[config.mk]
export PLATFORM = sky130hd
export DESIGN_NAME = lkr_cell
export DESIGN_NICKNAME = d
export VERILOG_FILES = /design/src/lru_k_frame_replacer_core_defines.svh /design/src/lkr_pkg.sv /design/src/lkr_cell.sv
export SDC_FILE = /design/constraint.sdc
export NUM_CORES = 1
export LEC_CHECK = 0
export ABC_AREA = 1
export BUFFER_PORTS_ARGS = -buffer_cell sky130_fd_sc_hd__buf_4
export CORE_MARGIN = 2
export CORE_UTILIZATION = 53
export DETAILED_ROUTE_END_ITERATION = 16
export PLACE_DENSITY = 0.94
export SLEW_MARGIN = 20
export SYNTH_ARGS = -nofsm -noshare
export SYNTH_HDL_FRONTEND = slang
export SYNTH_SLANG_ARGS = --single-unit
[constraint.sdc]
create_clock -name clk_i -period 4.8 [get_ports clk_i]
set_input_delay 0.72 -clock clk_i [delete_from_list [all_inputs] [get_ports clk_i]]
set_output_delay 0.72 -clock clk_i [all_outputs]
set_load 0.01 [all_outputs]
[src/lru_k_frame_replacer_core_defines.svh]
// ---------------------------------------------------------------------------
// LRU-K replacer assertion macros
// Shared concurrent assertion helpers, clocked on clk_i and reset by rst_ni.
// ---------------------------------------------------------------------------
`ifndef LRU_K_FRAME_REPLACER_CORE_DEFINES_SVH
`define LRU_K_FRAME_REPLACER_CORE_DEFINES_SVH
`ifndef SYNTH
`define LKR_ASSERT(lbl, prop, msg) lbl: assert property (@(posedge clk_i) \
  disable iff (!rst_ni) prop) else $error(msg);
`define LKR_ASSERT_IMP(lbl, a, b, msg) `LKR_ASSERT(lbl, (a) |-> (b), msg)
`else
`define LKR_ASSERT(lbl, prop, msg)
`define LKR_ASSERT_IMP(lbl, a, b, msg)
`endif
`endif

[src/lkr_pkg.sv]
// ---------------------------------------------------------------------------
// LRU-K replacer package
// Types, codes and fixed widths shared by the replacer modules.
// ---------------------------------------------------------------------------
package lkr_pkg;

  // Sized for the largest supported MAX_K of 16.
  localparam int TALLY_W = 5;
  localparam int HEAD_W  = 4;

  localparam logic CFG_ACTIVE = 1'b0;
  localparam logic CFG_K      = 1'b1;

  typedef enum logic [1:0] {
    OP_ACCESS = 2'd0,
    OP_SETEV  = 2'd1,
    OP_REMOVE = 2'd2,
    OP_EVICT  = 2'd3
  } op_e;

  typedef enum logic [2:0] {
    CMD_NONE,
    CMD_ACCESS,
    CMD_SET,
    CMD_CLEAR,
    CMD_UNTRACK
  } cmd_e;

  typedef enum logic [2:0] {
    ST_IDLE,
    ST_EXEC,
    ST_SCAN,
    ST_TAIL,
    ST_FIN,
    ST_DONE
  } st_e;

  typedef struct packed {
    logic               tracked;
    logic               in_cache;
    logic               evictable;
    logic [TALLY_W-1:0] tally;
    logic [HEAD_W-1:0]  head;
  } cell_t;

  typedef struct packed {
    cmd_e               kind;
    logic [TALLY_W-1:0] keff;
  } cell_cmd_t;

endpackage

[src/lkr_cell.sv]
// ---------------------------------------------------------------------------
// LRU-K replacer frame cell
// Holds one frame's bookkeeping; shifts to its neighbor during a scan.
// ---------------------------------------------------------------------------
module lkr_cell import lkr_pkg::*; #(
  parameter int MAX_K = 8
) (
  input  logic      clk_i,
  input  logic      rst_ni,
  input  logic      shift_i,
  input  cell_t     nb_i,
  input  logic      sel_i,
  input  cell_cmd_t cmd_i,
  output cell_t     state_o
);

  cell_t state_q, state_d, base;

  always_comb begin
    base    = state_q;
    state_d = state_q;
    if (!state_q.tracked) begin
      base.in_cache = 1'b0;
      base.tally    = '0;
      base.head     = '0;
    end
    if (shift_i) begin
      state_d = nb_i;
    end else if (sel_i) begin
      case (cmd_i.kind)
        CMD_ACCESS: begin
          state_d         = base;
          state_d.tracked = 1'b1;
          state_d.head    = (base.head == HEAD_W'(MAX_K - 1)) ? '0 : base.head + 1'b1;
          if (!base.in_cache) begin
            if (base.tally < TALLY_W'(MAX_K)) begin
              state_d.tally = base.tally + 1'b1;
            end
            state_d.in_cache = (state_d.tally >= cmd_i.keff);
          end
        end
        CMD_SET:     state_d.evictable = state_q.tracked;
        CMD_CLEAR:   state_d.evictable = 1'b0;
        CMD_UNTRACK: state_d = '0;
        default:     state_d = state_q;
      endcase
    end
  end

  always_ff @(posedge clk_i or negedge rst_ni) begin
    if (!rst_ni) begin
      state_q <= '0;
    end else begin
      state_q <= state_d;
    end
  end

  assign state_o = state_q;

endmodule

Word-level counts from Yosys, hierarchy flattened --
Index checks and enable logic that the tools add are counted.
Operators by class: $add $sub $neg 2, order comparisons 2, equality and inequality tests 5, multiplexer cells 15, reductions and logical operators 6
Operators with widths (number):
- 5-bit 2-to-1 mux | 6
- 12-bit 2-to-1 mux | 2
- 9-bit case mux with 2 select lines | 1
- 9-bit 2-to-1 mux | 1
- 3-bit by 2-bit == test with 1-bit output, second input constant | 2
- 3-bit nonzero test | 2
- 5-bit by 1-bit adder with 5-bit output, second input constant | 1
- 5-bit greater-or-equal comparator | 1
- 5-bit by 4-bit < comparator with 1-bit output, second input constant | 1
- 4-bit by 1-bit adder with 4-bit output, second input constant | 1
- 4-bit by 3-bit == test with 1-bit output, second input constant | 1
- 4-bit 2-to-1 mux | 1
- 2-bit case mux with 2 select lines | 1
- 2-bit AND reduction | 2
- 3-bit by 1-bit == test with 1-bit output, second input constant | 1
- 3-bit == test, second input constant | 1
- 1-bit 2-to-1 mux | 2
- 1-bit case mux with 2 select lines | 1
- 2-bit nonzero test | 1
- 2-bit OR reduction | 1
Storage, ports and cells: bits in registers 12, bits of input ports 24, logic and storage cells 35

Longest topological paths before layout --
depth in word-level cells 12, depth in mapped cells 16

Worst setup path before layout --
Ideal clock, no wire load.
path kind reg-to-reg, start point reg state_q (netlist bit state_o[11]), end point reg state_q (netlist bit state_o[10]), arrival 1.711 ns, required time 4.684 ns, path slack 2.972 ns, stages on the path, launching flop included 16, period minus slack after synthesis 1.828 ns, path through dfrtp_1 buf_6 nand2_4 inv_1 ha_1 nand3_1 nand2_1 ha_1 nand2_1 nor2_1 nand2_1 nand3_1 nand2_1 nand2_1 nand2_1 nand2_1
On the way: longest elaborated chain between the ends 12, elaborated cells between the ends (all ways) 14, those cells by class add/sub: 1; order compare: 2; mux: 11
Ends and longest elaborated chain:
- start, declared | line lkr_cell.sv:17 | cell_t state_q, state_d, base;
- start signal, assigned | line lkr_cell.sv:54 | state_q <= state_d;
- 9-bit 2-to-1 mux | line lkr_cell.sv:22 | if (!state_q.tracked) begin
- 5-bit by 1-bit adder with 5-bit output / 5-bit by 4-bit < comparator with 1-bit output (equally long branches) | line lkr_cell.sv:37, lkr_cell.sv:36
- 5-bit 2-to-1 mux | line lkr_cell.sv:36 | if (base.tally < TALLY_W'(MAX_K)) begin
- 5-bit 2-to-1 mux | line lkr_cell.sv:35 | if (!base.in_cache) begin
- 5-bit 2-to-1 mux | line lkr_cell.sv:30 | case (cmd_i.kind)
- 5-bit 2-to-1 mux | line lkr_cell.sv:29 | end else if (sel_i) begin
- 5-bit 2-to-1 mux | line lkr_cell.sv:27 | if (shift_i) begin
- 5-bit greater-or-equal comparator | line lkr_cell.sv:39 | state_d.in_cache = (state_d.tally >= cmd_i.keff);
- 1-bit 2-to-1 mux (*) | line lkr_cell.sv:35
- 2-bit case mux with 2 select lines (*) | line lkr_cell.sv:30
- 12-bit 2-to-1 mux (*) | line lkr_cell.sv:29
- 12-bit 2-to-1 mux (*) | line lkr_cell.sv:27
Every way passes the cells marked *; elsewhere a longest branch is shown, timed or not. The select of a mux whose other input is x is not followed. A chain may end at the register's enable or synchronous reset.

Final worst setup path --
Ends and elaborated chain as after synthesis.

==> results.ini <==
[run_status]
status = completed

[cts]
cts_setup_buffers = 0
cts_max_level = 1
ctsResizeCount = 0
root_buffer = clkbuf_4
hold_buffers = 0
clockBufferDepth = 2
cts-buffers-inserted = 3
clkTransAtPathRegs_ns = 0.08
insertion_delay_ns = 0.29
numClockSinks = 12
cts_tree = built

[setup_path]
worstPathMaxFanout = 14
end_kind = flop
path_class = flop to flop
crit_path_start_kind = flop
rr_worst_depth = 15
cp.required_ns = 4.98
arrival_ns = 2.41

[cells_and_area]
num_antenna_cells = 0
drive_gt1_share_pct = 20.9
layout.nets = 233
area_growth_pct = 29.0
final_util_pct = 74.8
seqCellArea_sq_um = 300
fillers = 142
multi_input_area_sq_um = 602
fin_area_sq_um = 1320
largest_reg_flops = 12

[synth]
synth_top_area_share_pct = 30.5
seq_area_frac_synth_pct = 29.4
syn_nets = 197
synth_warnings = 0
synthTopCellsByArea = nand2_1 30%, dfrtp_1 29%, ha_1 8.6%
synth_seq_cells = 12
synth.largest_area_cell = nand2_1
yosys_most_used_dff = dfrtp_1
synth_cells = 166
ys_async_sr_fraction_pct = 100
synth_area_sq_um = 1020
synth_edf_count = 0
synth_area_per_cell_sq_um = 6.16
synth.distinct_cells = 19

[routing]
ant_nets = 0
vias = 1103
routedWlPerCell_um = 11.2
drtPass1Iterations = 4
drc = 0
via_per_inst = 4.88
drtIter0Drc = 25
wl_um = 2540

[flow_run]
cap_violations = 0

[hold_path]
hold_class = input port to asynchronous set/reset pin

[sta]
max_slew_margin_pct = 65.5
max_freq_mhz = 448
period_share_pct = 46.5
drv_slew = 0
finClkSkew_ns = 0.00460
fin_tns_setup_ns = 0
tightestPinTransition_ns = 0.517
setup_viol = 0
finalHoldViolations = 0
rsz0062_at_grt = no
fin_crit_ns = 2.23

[die]
io_pins = 36
initial_core_util_pct = 57.9
die_h_um = 47.9
chipWidth_um = 47.9
num_rows = 15
placeableCoreArea_sq_um = 1760
die-area_sq_um = 2300

[place]
dp_hpwl_um = 2020
place.gp.congestion = 0.941
placed_cell_area_sq_um = 1280
io_buffers = 35

[grt]
grt-ovfl-total = 0
grt_max_degree = 15
grt.total_usage_pct = 25.1
grt_pass1_wl_um = 3950
grt_pass1_vias = 1017
antenna_found_initial = 0

[power_and_ir_drop]
ir_worst_vdd_mv = 0.208
leakagePower_nw = 0.858
powerDensity_nw_per_um2 = 286

worst paths after layout:
kind | slack, ns | startpoint | end
max in group asynchronous | 4.39 | rst_ni | state_o[3]
hold reg to reg | 0.52 | state_o[7] | state_o[7]
hold / removal | 0.25 | rst_ni | state_o[11]
setup / recovery | 2.57 | state_o[11] | state_o[10]
setup reg to reg | 2.57 | state_o[11] | state_o[10]
min in group clk_i | 0.52 | state_o[7] | state_o[7]
worst max-delay path, stage by stage, from the launching register on:
cell	delay, ns
dfrtp_1	0.67
nand2_1	0.21
inv_1	0.10
ha_1	0.15
nand3_1	0.08
nand2_1	0.10
nand2_1	0.07
ha_1	0.29
nand2_1	0.08
nor2_1	0.04
nand2_1	0.06
nand3_1	0.07
nand2_1	0.06
nand2_1	0.05
nand2_1	0.05
nand2_1	0.05
metrics by stage:
step / hold slack, ns / setup slack (ns) / power, mW / std cells
after floorplan: 0.424 / 2.97 / 0.234 / 166
after global placement: 0.480 / 2.74 / 0.289 / 222
after detailed placement: 0.500 / 2.61 / 0.296 / 222
after CTS: 0.261 / 2.59 / 0.378 / 226
after global routing: 0.254 / 2.30 / 0.406 / 226
final: 0.254 / 2.57 / 0.377 / 226
cells in the final DEF, fill, tap and decap left out, types with 2 or more instances in the layout:
cell and count:
nand2_1 83, buf_4 35, inv_1 23, dfrtp_1 12, nor2_1 9, nand3_1 8
o21ai_0 7, ha_1 7, a21oi_1 3, clkbuf_4 3, nand2_4 2, xor2_1 2
where the power goes:
| part | switching, mW | internal, mW | total [mW] |
|---|---|---|---|
| Sequential | 0.0234 | 0.118 | 0.142 |
| Clock | 0.0367 | 0.0463 | 0.0829 |
| Combinational | 0.0832 | 0.0693 | 0.153 |
metal layers:
metal	up-vias	GRT usage [%]	share of wire, %
met5	-	0	0
met1	486	26.9	41
met2	36	46.1	52
li1	574	-	-
met4	0	14.1	2.6
met3	7	3.77	5.0
final cells by class:
cell class / count / share of cell area (%)
inverter: 23 / 6.55
timing repair buffer: 35 / 19.9
sequential: 12 / 22.8
clock buffer: 4 / 2.75
tap: 25 / 2.37
multi-input combinational: 127 / 45.6
logic make-up (layout without fill, tap and decap cells):
kind of cell | Yosys count | after routing | synth area share (%)
buf+inv | 27 | 62 | 11.7
fa+ha+maj | 7 | 7 | 8.57
flops | 12 | 12 | 29.4
compound gates | 12 | 12 | 6.12
simple gates | 106 | 106 | 42.5
xor+xnor | 2 | 2 | 1.71
cells in the mapped netlist (2+ instances only):
master,number
nand2_1,83
inv_1,23
xor2_1,2
o21ai_0,7
a21oi_1,3
ha_1,7
nor2_1,9
nand2_4,2
dfrtp_1,12
buf_6,2
nand3_1,8
Note: power is estimated with default switching activity, not from simulation.
